## config.mk

```make
export PLATFORM = sky130hd
export DESIGN_NAME = threshold_alarm_with_debounce_core_flat
export DESIGN_NICKNAME = d
export VERILOG_FILES = /design/src/hdl/tad_pkg.sv /design/src/hdl/tad_intf.sv /design/src/hdl/tad_csr_regs.sv /design/src/hdl/tad_in_stage.sv /design/src/hdl/tad_alarm_step.sv /design/src/hdl/tad_out_stage.sv /design/src/hdl/threshold_alarm_with_debounce_core.sv /design/src/flat_wrapper.sv
export SDC_FILE = /design/constraint.sdc
export NUM_CORES = 1
export LEC_CHECK = 0
export BUFFER_PORTS_ARGS = -buffer_cell sky130_fd_sc_hd__buf_2
export CAP_MARGIN = 10
export CORE_MARGIN = 8
export CORE_UTILIZATION = 35
export CTS_CLUSTER_SIZE = 30
export DETAILED_ROUTE_END_ITERATION = 7
export PLACE_DENSITY = 0.49
export SETUP_SLACK_MARGIN = 0.1
export SYNTH_ARGS = -nofsm -noshare
export SYNTH_HDL_FRONTEND = slang
export SYNTH_SLANG_ARGS = --single-unit
```

## constraint.sdc

```tcl
create_clock -name clock -period 5.3 [get_ports clock]
set_input_delay 0.795 -clock clock [delete_from_list [all_inputs] [get_ports clock]]
set_output_delay 0.795 -clock clock [all_outputs]
set_load 0.1 [all_outputs]
```

## src/hdl/tad_pkg.sv

```systemverilog
// Package for the threshold alarm core: register indexes, trigger and sticky bit positions,
// and the control and result structs shared across the core's modules.
// No dependencies.
`default_nettype none

package tad_pkg;

   localparam int CSR_INDEX_WIDTH        = 3;
   localparam int DEBOUNCE_SAMPLES_WIDTH = 8;
   localparam int TRIGGER_MASK_WIDTH     = 4;
   localparam int STICKY_WIDTH           = 4;

   localparam logic [DEBOUNCE_SAMPLES_WIDTH-1:0] DEBOUNCE_SAMPLES_RESET = 8'd2;

   typedef enum logic [CSR_INDEX_WIDTH-1:0] {
      CSR_HIGH_LIMIT       = 3'd0,
      CSR_LOW_LIMIT        = 3'd1,
      CSR_DEADBAND         = 3'd2,
      CSR_DEBOUNCE_SAMPLES = 3'd3,
      CSR_TRIGGER_MASK     = 3'd4,
      CSR_HIGH_ENABLED     = 3'd5,
      CSR_LOW_ENABLED      = 3'd6
   } csr_index_type;

   // trigger mask bits
   localparam int TRIG_EXIT_LOW   = 0;
   localparam int TRIG_ENTER_LOW  = 1;
   localparam int TRIG_EXIT_HIGH  = 2;
   localparam int TRIG_ENTER_HIGH = 3;

   // sticky bits
   localparam int STICKY_ENTER_HIGH = 0;
   localparam int STICKY_EXIT_HIGH  = 1;
   localparam int STICKY_ENTER_LOW  = 2;
   localparam int STICKY_EXIT_LOW   = 3;

   typedef struct packed {
      logic [DEBOUNCE_SAMPLES_WIDTH-1:0] debounce_samples;
      logic [TRIGGER_MASK_WIDTH-1:0]     trigger_mask;
      logic                              high_enabled;
      logic                              low_enabled;
   } tad_ctrl_type;

   typedef struct packed {
      logic                    enter_high;
      logic                    exit_high;
      logic                    enter_low;
      logic                    exit_low;
      logic                    in_high;
      logic                    in_low;
      logic [STICKY_WIDTH-1:0] sticky;
   } tad_result_type;

endpackage

`default_nettype wire

```

## src/hdl/tad_intf.sv

```systemverilog
// Request and response channel interfaces of the threshold alarm core.
// Depends on tad_pkg.
`default_nettype none

interface tad_req_if #(
   parameter int SAMPLE_WIDTH = 32
);
   logic                    valid;
   logic                    ready;
   logic [SAMPLE_WIDTH-1:0] sample;
   logic                    logging_active;

   modport source (output valid, output sample, output logging_active, input ready);
   modport sink   (input valid, input sample, input logging_active, output ready);
endinterface

interface tad_rsp_if;
   import tad_pkg::*;

   logic                    valid;
   logic                    ready;
   logic                    enter_high_event;
   logic                    exit_high_event;
   logic                    enter_low_event;
   logic                    exit_low_event;
   logic                    in_high_alarm;
   logic                    in_low_alarm;
   logic [STICKY_WIDTH-1:0] sticky_events;

   modport source (
      output valid, output enter_high_event, output exit_high_event,
      output enter_low_event, output exit_low_event, output in_high_alarm,
      output in_low_alarm, output sticky_events, input ready
   );
   modport sink (
      input valid, input enter_high_event, input exit_high_event,
      input enter_low_event, input exit_low_event, input in_high_alarm,
      input in_low_alarm, input sticky_events, output ready
   );
endinterface

`default_nettype wire

```

## src/hdl/tad_csr_regs.sv

```systemverilog
// Configuration registers of the threshold alarm core, written through a plain write port.
// Depends on tad_pkg.
`default_nettype none

module tad_csr_regs #(
   parameter int SAMPLE_WIDTH = 32
) (
   input  logic                                 clock,
   input  logic                                 reset,
   input  logic                                 csr_wr_en,
   input  logic [tad_pkg::CSR_INDEX_WIDTH-1:0]  csr_index,
   input  logic [SAMPLE_WIDTH-1:0]              csr_wdata,
   output logic [SAMPLE_WIDTH-1:0]              high_limit,
   output logic [SAMPLE_WIDTH-1:0]              low_limit,
   output logic [SAMPLE_WIDTH-2:0]              deadband,
   output tad_pkg::tad_ctrl_type                ctrl
);
   import tad_pkg::*;

   logic [SAMPLE_WIDTH-1:0] high_limit_ff, high_limit_in;
   logic [SAMPLE_WIDTH-1:0] low_limit_ff, low_limit_in;
   logic [SAMPLE_WIDTH-2:0] deadband_ff, deadband_in;
   tad_ctrl_type            ctrl_ff, ctrl_in;

   always_comb begin
      high_limit_in = high_limit_ff;
      low_limit_in  = low_limit_ff;
      deadband_in   = deadband_ff;
      ctrl_in       = ctrl_ff;
      if (csr_wr_en) begin
         unique case (csr_index_type'(csr_index))
            CSR_HIGH_LIMIT:       high_limit_in = csr_wdata;
            CSR_LOW_LIMIT:        low_limit_in  = csr_wdata;
            CSR_DEADBAND:         deadband_in   = csr_wdata[SAMPLE_WIDTH-2:0];
            CSR_DEBOUNCE_SAMPLES: begin
               ctrl_in.debounce_samples = DEBOUNCE_SAMPLES_WIDTH'(csr_wdata);
            end
            CSR_TRIGGER_MASK:     ctrl_in.trigger_mask = TRIGGER_MASK_WIDTH'(csr_wdata);
            CSR_HIGH_ENABLED:     ctrl_in.high_enabled = csr_wdata[0];
            CSR_LOW_ENABLED:      ctrl_in.low_enabled  = csr_wdata[0];
            default: ;
         endcase
      end
   end

   always_ff @(posedge clock) begin
      if (reset) begin
         high_limit_ff            <= '0;
         low_limit_ff             <= '0;
         deadband_ff              <= '0;
         ctrl_ff.debounce_samples <= DEBOUNCE_SAMPLES_RESET;
         ctrl_ff.trigger_mask     <= '0;
         ctrl_ff.high_enabled     <= 1'b1;
         ctrl_ff.low_enabled      <= 1'b1;
      end else begin
         high_limit_ff <= high_limit_in;
         low_limit_ff  <= low_limit_in;
         deadband_ff   <= deadband_in;
         ctrl_ff       <= ctrl_in;
      end
   end

   assign high_limit = high_limit_ff;
   assign low_limit  = low_limit_ff;
   assign deadband   = deadband_ff;
   assign ctrl       = ctrl_ff;

endmodule

`default_nettype wire

```

## src/hdl/tad_in_stage.sv

```systemverilog
// Input register of the threshold alarm core: holds one request until the step logic takes it.
// Depends on nothing beyond its ports.
`default_nettype none

module tad_in_stage #(
   parameter int SAMPLE_WIDTH = 32
) (
   input  logic                    clock,
   input  logic                    reset,
   input  logic                    req_valid,
   output logic                    req_ready,
   input  logic [SAMPLE_WIDTH-1:0] req_sample,
   input  logic                    req_logging,
   input  logic                    advance,
   output logic                    stage_valid,
   output logic [SAMPLE_WIDTH-1:0] stage_sample,
   output logic                    stage_logging
);
   logic                    valid_ff, valid_in;
   logic [SAMPLE_WIDTH-1:0] sample_ff;
   logic                    logging_ff;
   logic                    take;

   assign req_ready = !valid_ff || advance;
   assign take      = req_valid && req_ready;

   always_comb begin
      valid_in = valid_ff;
      if (take) begin
         valid_in = 1'b1;
      end else if (advance) begin
         valid_in = 1'b0;
      end
   end

   always_ff @(posedge clock) begin
      if (reset) begin
         valid_ff <= 1'b0;
      end else begin
         valid_ff <= valid_in;
      end
   end

   always_ff @(posedge clock) begin
      if (take) begin
         sample_ff  <= req_sample;
         logging_ff <= req_logging;
      end
   end

   assign stage_valid   = valid_ff;
   assign stage_sample  = sample_ff;
   assign stage_logging = logging_ff;

endmodule

`default_nettype wire

```

## src/hdl/tad_alarm_step.sv

```systemverilog
// Alarm state and one-sample step: hysteresis compares, debounce counters, events, sticky flags.
// Depends on tad_pkg.
`default_nettype none

module tad_alarm_step #(
   parameter int SAMPLE_WIDTH   = 32,
   parameter int DEBOUNCE_WIDTH = 8
) (
   input  logic                    clock,
   input  logic                    reset,
   input  logic                    advance,
   input  logic [SAMPLE_WIDTH-1:0] sample,
   input  logic                    logging,
   input  logic [SAMPLE_WIDTH-1:0] high_limit,
   input  logic [SAMPLE_WIDTH-1:0] low_limit,
   input  logic [SAMPLE_WIDTH-2:0] deadband,
   input  tad_pkg::tad_ctrl_type   ctrl,
   output tad_pkg::tad_result_type result
);
   import tad_pkg::*;

   localparam int EXT_WIDTH = SAMPLE_WIDTH + 1;
   localparam logic [DEBOUNCE_WIDTH-1:0] CNT_ONE = DEBOUNCE_WIDTH'(1);

   logic                      high_alarm_ff, high_alarm_in;
   logic                      low_alarm_ff, low_alarm_in;
   logic [STICKY_WIDTH-1:0]   sticky_ff, sticky_in;
   logic [DEBOUNCE_WIDTH-1:0] high_left_ff, high_left_in;
   logic [DEBOUNCE_WIDTH-1:0] low_left_ff, low_left_in;

   logic signed [EXT_WIDTH-1:0] v_ext, hi_ext, lo_ext, db_ext;
   logic signed [EXT_WIDTH-1:0] hi_plus, hi_minus, lo_plus, lo_minus;
   logic [DEBOUNCE_WIDTH-1:0]   load_val, high_load, low_load;
   logic active;
   logic high_exit, high_keep, high_above, high_enter;
   logic low_exit, low_keep, low_above, low_enter;
   logic ev_enter_high, ev_exit_high, ev_enter_low, ev_exit_low;

   // 33-bit sums so threshold +/- deadband never wraps
   assign v_ext    = $signed({sample[SAMPLE_WIDTH-1], sample});
   assign hi_ext   = $signed({high_limit[SAMPLE_WIDTH-1], high_limit});
   assign lo_ext   = $signed({low_limit[SAMPLE_WIDTH-1], low_limit});
   assign db_ext   = $signed({2'b00, deadband});
   assign hi_plus  = hi_ext + db_ext;
   assign hi_minus = hi_ext - db_ext;
   assign lo_plus  = lo_ext + db_ext;
   assign lo_minus = lo_ext - db_ext;

   assign active   = (ctrl.trigger_mask != '0) && logging;
   assign load_val = DEBOUNCE_WIDTH'(ctrl.debounce_samples);

   always_comb begin
      // exits first
      high_exit  = high_alarm_ff && ctrl.high_enabled && (v_ext < hi_minus);
      high_keep  = high_alarm_ff && ctrl.high_enabled && !high_exit;
      low_exit   = low_alarm_ff && ctrl.low_enabled && (v_ext > lo_plus);
      low_keep   = low_alarm_ff && ctrl.low_enabled && !low_exit;

      // entries with debounce
      high_above = ctrl.high_enabled && (v_ext >= hi_plus);
      low_above  = ctrl.low_enabled && (v_ext <= lo_minus);
      high_load  = (high_left_ff == '0) ? load_val : high_left_ff;
      low_load   = (low_left_ff == '0) ? load_val : low_left_ff;
      high_enter = high_above && !high_keep && (high_load <= CNT_ONE);
      low_enter  = low_above && !low_keep && (low_load <= CNT_ONE);

      high_left_in = '0;
      if (high_above) begin
         if (high_keep) begin
            high_left_in = high_left_ff;
         end else if (high_load > CNT_ONE) begin
            high_left_in = high_load - CNT_ONE;
         end
      end
      low_left_in = '0;
      if (low_above) begin
         if (low_keep) begin
            low_left_in = low_left_ff;
         end else if (low_load > CNT_ONE) begin
            low_left_in = low_load - CNT_ONE;
         end
      end

      ev_enter_high = high_enter && ctrl.trigger_mask[TRIG_ENTER_HIGH];
      ev_exit_high  = high_exit && ctrl.trigger_mask[TRIG_EXIT_HIGH];
      ev_enter_low  = low_enter && ctrl.trigger_mask[TRIG_ENTER_LOW];
      ev_exit_low   = low_exit && ctrl.trigger_mask[TRIG_EXIT_LOW];

      high_alarm_in = high_keep || high_enter;
      low_alarm_in  = low_keep || low_enter;
      sticky_in     = sticky_ff;
      sticky_in[STICKY_ENTER_HIGH] = sticky_ff[STICKY_ENTER_HIGH] || ev_enter_high;
      sticky_in[STICKY_EXIT_HIGH]  = sticky_ff[STICKY_EXIT_HIGH] || ev_exit_high;
      sticky_in[STICKY_ENTER_LOW]  = sticky_ff[STICKY_ENTER_LOW] || ev_enter_low;
      sticky_in[STICKY_EXIT_LOW]   = sticky_ff[STICKY_EXIT_LOW] || ev_exit_low;

      // ignored request: hold everything
      if (!active) begin
         high_alarm_in = high_alarm_ff;
         low_alarm_in  = low_alarm_ff;
         sticky_in     = sticky_ff;
         high_left_in  = high_left_ff;
         low_left_in   = low_left_ff;
         ev_enter_high = 1'b0;
         ev_exit_high  = 1'b0;
         ev_enter_low  = 1'b0;
         ev_exit_low   = 1'b0;
      end

      result.enter_high = ev_enter_high;
      result.exit_high  = ev_exit_high;
      result.enter_low  = ev_enter_low;
      result.exit_low   = ev_exit_low;
      result.in_high    = high_alarm_in;
      result.in_low     = low_alarm_in;
      result.sticky     = sticky_in;
   end

   always_ff @(posedge clock) begin
      if (reset) begin
         high_alarm_ff <= 1'b0;
         low_alarm_ff  <= 1'b0;
         sticky_ff     <= '0;
         high_left_ff  <= '0;
         low_left_ff   <= '0;
      end else if (advance) begin
         high_alarm_ff <= high_alarm_in;
         low_alarm_ff  <= low_alarm_in;
         sticky_ff     <= sticky_in;
         high_left_ff  <= high_left_in;
         low_left_ff   <= low_left_in;
      end
   end

endmodule

`default_nettype wire

```

## src/hdl/tad_out_stage.sv

```systemverilog
// Result register of the threshold alarm core: holds one response until the sink takes it.
// Depends on tad_pkg.
`default_nettype none

module tad_out_stage (
   input  logic                    clock,
   input  logic                    reset,
   input  logic                    advance,
   input  tad_pkg::tad_result_type result_in,
   input  logic                    rsp_ready,
   output logic                    rsp_valid,
   output tad_pkg::tad_result_type rsp_result
);
   import tad_pkg::*;

   logic           valid_ff, valid_in;
   tad_result_type result_ff;

   always_comb begin
      valid_in = valid_ff;
      if (advance) begin
         valid_in = 1'b1;
      end else if (rsp_ready) begin
         valid_in = 1'b0;
      end
   end

   always_ff @(posedge clock) begin
      if (reset) begin
         valid_ff <= 1'b0;
      end else begin
         valid_ff <= valid_in;
      end
   end

   always_ff @(posedge clock) begin
      if (advance) begin
         result_ff <= result_in;
      end
   end

   assign rsp_valid  = valid_ff;
   assign rsp_result = result_ff;

endmodule

`default_nettype wire

```

## src/hdl/threshold_alarm_with_debounce_core.sv

```systemverilog
// Top level of the dual threshold alarm with hysteresis and debounce.
// Depends on tad_pkg, tad_intf, tad_csr_regs, tad_in_stage, tad_alarm_step, tad_out_stage.
//
// Takes one signed sample per request and returns one response per request, in order.
// Sustained rate is one request per clock while the sink keeps taking responses. A request
// passes the input register, then the result register fed by one pass of compare and counter
// logic, where its response is valid. While a response waits, the input register holds one
// more request and then stalls the input. The user must write configuration through
// csr_wr_en/csr_index/csr_wdata only while the core is idle; the core does not enforce it.
`default_nettype none

module threshold_alarm_with_debounce_core #(
   parameter int SAMPLE_WIDTH   = 32,
   parameter int DEBOUNCE_WIDTH = 8
) (
   input  logic                                clock,
   input  logic                                reset,
   tad_req_if.sink                             req_chan,
   tad_rsp_if.source                           rsp_chan,
   input  logic                                csr_wr_en,
   input  logic [tad_pkg::CSR_INDEX_WIDTH-1:0] csr_index,
   input  logic [SAMPLE_WIDTH-1:0]             csr_wdata
);
   import tad_pkg::*;

   logic [SAMPLE_WIDTH-1:0] high_limit, low_limit;
   logic [SAMPLE_WIDTH-2:0] deadband;
   tad_ctrl_type            ctrl;
   logic                    stage_valid, stage_logging, out_valid, advance;
   logic [SAMPLE_WIDTH-1:0] stage_sample;
   tad_result_type          step_result, out_result;

   assign advance = stage_valid && (!out_valid || rsp_chan.ready);

   tad_csr_regs #(.SAMPLE_WIDTH(SAMPLE_WIDTH)) u_csr (
      .clock      (clock),
      .reset      (reset),
      .csr_wr_en  (csr_wr_en),
      .csr_index  (csr_index),
      .csr_wdata  (csr_wdata),
      .high_limit (high_limit),
      .low_limit  (low_limit),
      .deadband   (deadband),
      .ctrl       (ctrl)
   );

   tad_in_stage #(.SAMPLE_WIDTH(SAMPLE_WIDTH)) u_in (
      .clock         (clock),
      .reset         (reset),
      .req_valid     (req_chan.valid),
      .req_ready     (req_chan.ready),
      .req_sample    (req_chan.sample),
      .req_logging   (req_chan.logging_active),
      .advance       (advance),
      .stage_valid   (stage_valid),
      .stage_sample  (stage_sample),
      .stage_logging (stage_logging)
   );

   tad_alarm_step #(
      .SAMPLE_WIDTH   (SAMPLE_WIDTH),
      .DEBOUNCE_WIDTH (DEBOUNCE_WIDTH)
   ) u_step (
      .clock      (clock),
      .reset      (reset),
      .advance    (advance),
      .sample     (stage_sample),
      .logging    (stage_logging),
      .high_limit (high_limit),
      .low_limit  (low_limit),
      .deadband   (deadband),
      .ctrl       (ctrl),
      .result     (step_result)
   );

   tad_out_stage u_out (
      .clock      (clock),
      .reset      (reset),
      .advance    (advance),
      .result_in  (step_result),
      .rsp_ready  (rsp_chan.ready),
      .rsp_valid  (out_valid),
      .rsp_result (out_result)
   );

   assign rsp_chan.valid            = out_valid;
   assign rsp_chan.enter_high_event = out_result.enter_high;
   assign rsp_chan.exit_high_event  = out_result.exit_high;
   assign rsp_chan.enter_low_event  = out_result.enter_low;
   assign rsp_chan.exit_low_event   = out_result.exit_low;
   assign rsp_chan.in_high_alarm    = out_result.in_high;
   assign rsp_chan.in_low_alarm     = out_result.in_low;
   assign rsp_chan.sticky_events    = out_result.sticky;

endmodule

`default_nettype wire

```

## src/flat_wrapper.sv

```systemverilog
// flat-port wrapper written by rule: the top's interface ports become plain ports
module threshold_alarm_with_debounce_core_flat import tad_pkg::*;
#(
   parameter int SAMPLE_WIDTH   = 32,
   parameter int DEBOUNCE_WIDTH = 8
)
  (clock, reset, csr_wr_en, csr_index, csr_wdata, req_chan_valid, req_chan_sample, req_chan_logging_active, req_chan_ready, rsp_chan_valid, rsp_chan_enter_high_event, rsp_chan_exit_high_event, rsp_chan_enter_low_event, rsp_chan_exit_low_event, rsp_chan_in_high_alarm, rsp_chan_in_low_alarm, rsp_chan_sticky_events, rsp_chan_ready);
  tad_req_if #(.SAMPLE_WIDTH(SAMPLE_WIDTH)) req_chan_i ();
  tad_rsp_if rsp_chan_i ();
  input  logic clock;
  input  logic reset;
  input  logic csr_wr_en;
  input  logic [tad_pkg::CSR_INDEX_WIDTH-1:0] csr_index;
  input  logic [SAMPLE_WIDTH-1:0] csr_wdata;
  input wire logic [$bits(req_chan_i.valid)-1:0] req_chan_valid;
  input wire logic [$bits(req_chan_i.sample)-1:0] req_chan_sample;
  input wire logic [$bits(req_chan_i.logging_active)-1:0] req_chan_logging_active;
  output wire logic [$bits(req_chan_i.ready)-1:0] req_chan_ready;
  output wire logic [$bits(rsp_chan_i.valid)-1:0] rsp_chan_valid;
  output wire logic [$bits(rsp_chan_i.enter_high_event)-1:0] rsp_chan_enter_high_event;
  output wire logic [$bits(rsp_chan_i.exit_high_event)-1:0] rsp_chan_exit_high_event;
  output wire logic [$bits(rsp_chan_i.enter_low_event)-1:0] rsp_chan_enter_low_event;
  output wire logic [$bits(rsp_chan_i.exit_low_event)-1:0] rsp_chan_exit_low_event;
  output wire logic [$bits(rsp_chan_i.in_high_alarm)-1:0] rsp_chan_in_high_alarm;
  output wire logic [$bits(rsp_chan_i.in_low_alarm)-1:0] rsp_chan_in_low_alarm;
  output wire logic [$bits(rsp_chan_i.sticky_events)-1:0] rsp_chan_sticky_events;
  input wire logic [$bits(rsp_chan_i.ready)-1:0] rsp_chan_ready;
  assign req_chan_i.valid = req_chan_valid;
  assign req_chan_i.sample = req_chan_sample;
  assign req_chan_i.logging_active = req_chan_logging_active;
  assign req_chan_ready = req_chan_i.ready;
  assign rsp_chan_valid = rsp_chan_i.valid;
  assign rsp_chan_enter_high_event = rsp_chan_i.enter_high_event;
  assign rsp_chan_exit_high_event = rsp_chan_i.exit_high_event;
  assign rsp_chan_enter_low_event = rsp_chan_i.enter_low_event;
  assign rsp_chan_exit_low_event = rsp_chan_i.exit_low_event;
  assign rsp_chan_in_high_alarm = rsp_chan_i.in_high_alarm;
  assign rsp_chan_in_low_alarm = rsp_chan_i.in_low_alarm;
  assign rsp_chan_sticky_events = rsp_chan_i.sticky_events;
  assign rsp_chan_i.ready = rsp_chan_ready;
  threshold_alarm_with_debounce_core #(.SAMPLE_WIDTH(SAMPLE_WIDTH), .DEBOUNCE_WIDTH(DEBOUNCE_WIDTH)) u_core (.clock(clock), .reset(reset), .req_chan(req_chan_i), .rsp_chan(rsp_chan_i), .csr_wr_en(csr_wr_en), .csr_index(csr_index), .csr_wdata(csr_wdata));
endmodule
```

# Word level (Yosys, flattened, before mapping)
# Cells that the tools add are included.
[op_classes] n_addsub=6 order_cmp=8 n_eq_ne=8 muxes=15 reduce_logical=48
[op_table] cell="$add A32 B32 Y33" count=2
[op_table] cell="$sub A32 B32 Y33" count=2
[op_table] cell="$mux W8" count=8
[op_table] cell="$ge A32 B33 Y1" count=1
[op_table] cell="$gt A32 B33 Y1" count=1
[op_table] cell="$le A32 B33 Y1" count=1
[op_table] cell="$lt A32 B33 Y1" count=1
[op_table] cell="$logic_and A1 B1 Y1" count=19
[op_table] cell="$gt A8 B1 Y1 const B" count=2
[op_table] cell="$le A8 B1 Y1 const B" count=2
[op_table] cell="$logic_not A8 Y1" count=2
[op_table] cell="$sub A8 B1 Y8 const B" count=2
[op_table] cell="$reduce_and A2 Y1" count=7
[op_table] cell="$eq A3 B3 Y1 const B" count=3
[op_table] cell="$logic_or A1 B1 Y1" count=8
[op_table] cell="$eq A3 B2 Y1 const B" count=2
[op_table] cell="$logic_not A1 Y1" count=6
[op_table] cell="$mux W1" count=6
[op_table] cell="$reduce_and A3 Y1" count=2
[op_table] cell="$mux W4" count=1
[op_table] cell="$ne A2 B2 Y1 const B" count=2
[op_table] cell="$reduce_bool A2 Y1" count=2
[op_table] cell="$reduce_bool A4 Y1" count=1
[op_table] cell="$eq A3 B1 Y1 const B" count=1
[op_table] cell="$logic_not A3 Y1" count=1
[totals] regBits=176 in_bits=73 output_inout_bits=12

# Logic depth before layout (Yosys ltp)
[logic_depth] word_depth=11 depth_mapped=25

# Hierarchy
# Synthesis repeated with hierarchy kept, for this count alone.
[unflattened] hier_cells=1934 area_unflattened_um2=16672.2
[by_module_without_submodules] module="tad_alarm_step" n_inst=1 cells_per_inst=1480 area_per_inst_um2=10879.2 seq_area_each_um2=440.4
[by_module_without_submodules] module="tad_csr_regs" n_inst=1 cells_per_inst=400 area_per_inst_um2=4396.7 seq_area_each_um2=2182.1
[by_module_without_submodules] module="tad_in_stage" n_inst=1 cells_per_inst=38 area_per_inst_um2=1046.0 seq_area_each_um2=1011.0
[by_module_without_submodules] module="tad_out_stage" n_inst=1 cells_per_inst=14 area_per_inst_um2=339.1 seq_area_each_um2=320.3
[by_module_without_submodules] module="threshold_alarm_with_debounce_core" n_inst=1 cells_per_inst=2 area_per_inst_um2=11.3 seq_area_each_um2=0.0

# Least setup slack after synthesis
# OpenSTA, ideal clock, no wires.
[synth_path] kind="register -> register" start="reg u_core.u_csr.deadband_ff[1] (netlist: u_core.u_csr.deadband[1])" end="reg u_core.u_step.high_left_ff[6]" arrival_time_ps=4980 required_ps=5226 path_slack_ps=245 stages_incl_launch_ff=22 path_buffers=0 cell_sequence="dfxtp_1 inv_1 fa_1 a211oi_1 nor2_1 o311a_1 a211o_1 o221ai_1 a21o_1 a211oi_1 o31ai_1 nand2b_1 a21oi_1 ha_1 nand4_1 nor2_1 nand2_1 o41ai_1 xnor2_1 and2_1 or4_1 a31oi_1"
[synth_between] elab_chain_len=7 word_cells_on_any_way=11 cone_classes="2 x add/sub; 2 x order compare; 1 x eq/ne; 1 x mux; 5 x reduce/logical"
[synth_rtl] element="start, declared" line="tad_csr_regs.sv:22" text="logic [SAMPLE_WIDTH-2:0] deadband_ff, deadband_in;"
[synth_rtl] element="start signal, assigned" line="tad_csr_regs.sv:58" text="deadband_ff <= deadband_in;"
[synth_rtl] element="$sub A32 B32 Y33" line="tad_alarm_step.sv:45" text="assign hi_minus = hi_ext - db_ext;"
[synth_rtl] element="$lt A32 B33 Y1" line="tad_alarm_step.sv:54" text="high_exit = high_alarm_ff && ctrl.high_enabled && (v_ext < hi_minus);"
[synth_rtl] element="$logic_and A1 B1 Y1" line="tad_alarm_step.sv:54"
[synth_rtl] element="$logic_not A1 Y1" line="tad_alarm_step.sv:55" text="high_keep = high_alarm_ff && ctrl.high_enabled && !high_exit;"
[synth_rtl] element="$logic_and A1 B1 Y1" line="tad_alarm_step.sv:55"
[synth_rtl] element="$ne A2 B2 Y1 (no line)"
[synth_rtl] element="$reduce_and A3 Y1 (no line)"
[synth_rtl] element="end signal, assigned" line="tad_alarm_step.sv:130" text="high_left_ff <= high_left_in;"
[synth_rtl] element="end, declared" line="tad_alarm_step.sv:28" text="logic [DEBOUNCE_WIDTH-1:0] high_left_ff, high_left_in;"
# Several ways; a longest one is shown, not always the timed one.
# A chain may end at the register's enable or synchronous reset.

# Worst setup path after layout
[layout_path] start="reg u_core.u_csr.high_limit_ff[0] (netlist: u_core.u_csr.high_limit[0])" end="reg u_core.u_step.high_left_ff[4]"
[layout_between] elab_chain_len=7 word_cells_on_any_way=11 cone_classes="2 x add/sub; 2 x order compare; 1 x eq/ne; 1 x mux; 5 x reduce/logical"
[layout_rtl] element="start, declared" line="tad_csr_regs.sv:20" text="logic [SAMPLE_WIDTH-1:0] high_limit_ff, high_limit_in;"
[layout_rtl] element="start signal, assigned" line="tad_csr_regs.sv:56" text="high_limit_ff <= high_limit_in;"
[layout_rtl] element="$sub A32 B32 Y33" line="tad_alarm_step.sv:45"
[layout_rtl] element="$lt A32 B33 Y1" line="tad_alarm_step.sv:54"
[layout_rtl] element="$logic_and A1 B1 Y1" line="tad_alarm_step.sv:54"
[layout_rtl] element="$logic_not A1 Y1" line="tad_alarm_step.sv:55"
[layout_rtl] element="$logic_and A1 B1 Y1" line="tad_alarm_step.sv:55"
[layout_rtl] element="$ne A2 B2 Y1 (no line)"
[layout_rtl] element="$reduce_and A3 Y1 (no line)"
# Several ways; a longest one is shown, not always the timed one.

==> impl_metrics.toml <==
[worst_setup_path]
crit_fanout = 5
slowest_stage = "o41ai_4"
crit_path_end_kind = "register"
slowest_delay_ps = 400
critPathKind = "reg -> reg"
cp-startpoint = "u_core.u_csr.high_limit[0]$_SDFFE_PP0P_"
worstPathRequired_ps = 5740
r2r-start = "u_core.u_csr.high_limit[0]$_SDFFE_PP0P_"
startpoint_type = "register"
critPathArrivalTime_ps = 5810

[min_path]
min-delay-start = "u_core.u_step.sticky_ff[3]$_SDFFE_PP0P_"
hold_path.class = "reg -> reg"

[floorplan]
core_area_um2 = 44000
die_h_um = 227
start_util = 0.353
floorplan.io_pins = 85
rows = 77
die_area_um2 = 51400
die_w_um = 227

[sta]
max_freq_mhz = 186
tns_ps = -435
period_minus_slack_ps = 5370
hold_viol = 0
rsz0062_at_grt = "yes"
drv_slew = 0
worst_slew_pin_slew_ps = 1140
skew_ps = 13.3
setup_slack_ps = -65.4
fin_crit_sh = 1.01
setup_viol = 11
slew_headroom = 0.242

[synthesis]
syn_inst = 1942
synth-seq-cells = 176
synth_fp_nets = 2278
async_reset_ff_frac = 0
syn_area_um2 = 15500
avgSynthCellArea_um2 = 8.01
synth_top_area_share = 0.208
yosysUniqueCellTypes = 90
yosys_warnings = 0
synth-edff-count = 43
ys.flop_type = "dfxtp_1"
yosysTopAreaCell = "ha_1"
synth_seq_area_share = 0.254
ys_top_cells_by_area = "ha_1 21%, dfxtp_1 17%, edfxtp_1 8.3%, a21oi_1 8.0%, nand2_1 6.4%"

[grt]
overflow = 0
grt_pass1_vias = 14891
grt_max_degree = 70
grt_first_pass_wirelength_um = 82900
track_usage = 0.208
antenna_found_initial = 1

[clock_network]
cts_tree = "done"
clk_pin_slew_worst_paths_ps = 70
clock-sinks = 176
cts_buffer_depth = 2
clock_latency_ps = 490
numCtsBuffers = 17
ctsRootBufferMaster = "clkbuf_16"
htree_num_levels = 4
holdBufCountCts = 0

[route]
drtPass1Iterations = 5
wirelength_um = 52800
via_per_inst = 5.24
wl_per_cell_um = 18.7
final_antenna_net_count = 0
via_count = 14769
initialDrtViolationCount = 815
drc = 0

[finish]
num_antenna_cells = 0
stdcell_count = 2821
layout-drive-gt1-share = 0.227
nNetsFinal = 2552
fill_cells = 4458
ff_latch_area_um2 = 3960
syn2layout_area_growth_pct = 25.7
multi_input_area_um2 = 11500

[placement]
portBuffers = 84
dp_cells = 2757
dpl.hpwl_um = 41300
gp_congestion = 0.909

[flow_run]
drv_cap = 0

[pwr]
power.density_nw_per_um2 = 224
vdd_drop_max_mv = 0.258
power_leakage_nw = 8.56

[outcome]
status = "complete, but fails checks"
violations = "setup timing"
[synthesized netlist by cell type (5+ instances only)]
cell       number
nand2_1       264
ha_1          259
a21oi_1       248
nor2_1        143
dfxtp_1       133
inv_1         110
xnor2_1       102
o21ai_0        75
clkbuf_1       62
a21o_1         56
edfxtp_1       43
nor3_1         36
nand3_1        30
nand4_1        28
nor2b_1        27
nand2b_1       25
o21bai_1       25
o211ai_1       17
or3_1          15
o21a_1         14
xor2_1         14
a211oi_1       13
and3_1         12
mux2i_1        12
nor4_1         12
o31ai_1        11
a31oi_1        10
and2_1         10
or2_2           9
a2111oi_0       7
buf_2           7
nand3b_1        7
a211o_1         5
a22o_1          5
o21ai_1         5
o22ai_1         5
[power by group]
group	total (mW)	leakage [nW]	internal [mW]	switching, mW
Combinational	1.63	6.79	0.753	0.880
Clock	1.29	0.276	0.697	0.589
Sequential	1.46	1.50	1.41	0.0503
[metrics by stage]
stage                     area [um2]  hold WS [ps]  utilization  power (mW)  setup WS [ps]
after floorplan                15500           429            -        2.39            245
after global placement         18000           441        0.409        2.92           -871
after detailed placement       18000           453        0.409        2.93           -889
after CTS                      19100           418        0.435        4.36           -118
after global routing           19500           428        0.444        4.67           -323
final                          19500           470        0.444        4.38          -65.4
[path summary, 6_finish.rpt]
path / end / slack [ps] / cells after the start
max: u_core.u_step.high_left_ff[4]$_SDFFE_PP0P_ / -70 / 25
min reg2reg: u_core.u_step.sticky_ff[3]$_SDFFE_PP0P_ / 470 / 2
max reg2reg: u_core.u_step.high_left_ff[4]$_SDFFE_PP0P_ / -70 / 25
min: u_core.u_step.sticky_ff[3]$_SDFFE_PP0P_ / 470 / 2
[layout by cell type, fill, tap and decap left out, types with 43 or more instances in the layout]
cell      count
ha_1        248
a21oi_1     229
inv_1       105
nand2_1     263
a21o_1       56
edfxtp_1     43
buf_2        83
xnor2_1     100
buf_4       241
nor2_1      135
dfxtp_1     126
o21ai_0      58
[area by class of cell]
cell class / instances / area share
flip-flops and latches: 176 / 0.203
well taps: 592 / 0.0379
inverters: 112 / 0.0216
repair buffers: 331 / 0.118
clock buffers: 20 / 0.0223
clock inverters: 12 / 0.00691
multi-input cells: 1578 / 0.591
[cell families after synthesis]
family	Yosys count	synth area share
simple gates	638	0.190
compound gates	548	0.222
fa+ha+maj	263	0.214
buf+inv	188	0.0469
flops	176	0.254
xor+xnor	116	0.0653
mux	13	0.00845
[per-layer routing]
metal | global-route usage | part of all wire | up-vias
met1 | 0.270 | 0.47 | 6988
met5 | 0 | 0.00025 | -
met2 | 0.345 | 0.47 | 301
li1 | - | - | 7431
met3 | 0.0432 | 0.042 | 47
met4 | 0.0577 | 0.015 | 2
[critical path, delay by kind of cell (launching register included)]
family | cells | cell delay [ps]
compound gates | 12 | 2930
fa+ha+maj | 3 | 800
simple gates | 5 | 760
flops | 1 | 330
buf+inv | 4 | 330
xor+xnor | 1 | 140
[timing repair]
action | 4_1_cts | 5_1_grt
gates resized for setup | 92 | 73
buffers inserted | 19 | 13
pin swaps | 64 | 60
endpoints found under the setup margin | 32 | 32
[flip-flops by register name, summed over array words and instances, names as in the netlist, 4 cells and up]
name and cells:
u_core.u_csr.ctrl 14, u_core.u_csr.low_limit 32, u_core.u_step.sticky_ff 4, u_core.u_step.low_left_ff 8, u_core.u_out.rsp_result 10, u_core.u_csr.high_limit 32, u_core.u_csr.deadband 31, u_core.u_step.high_left_ff 8
u_core.u_in.stage_sample 32
Power figures use the tool's default switching activity.
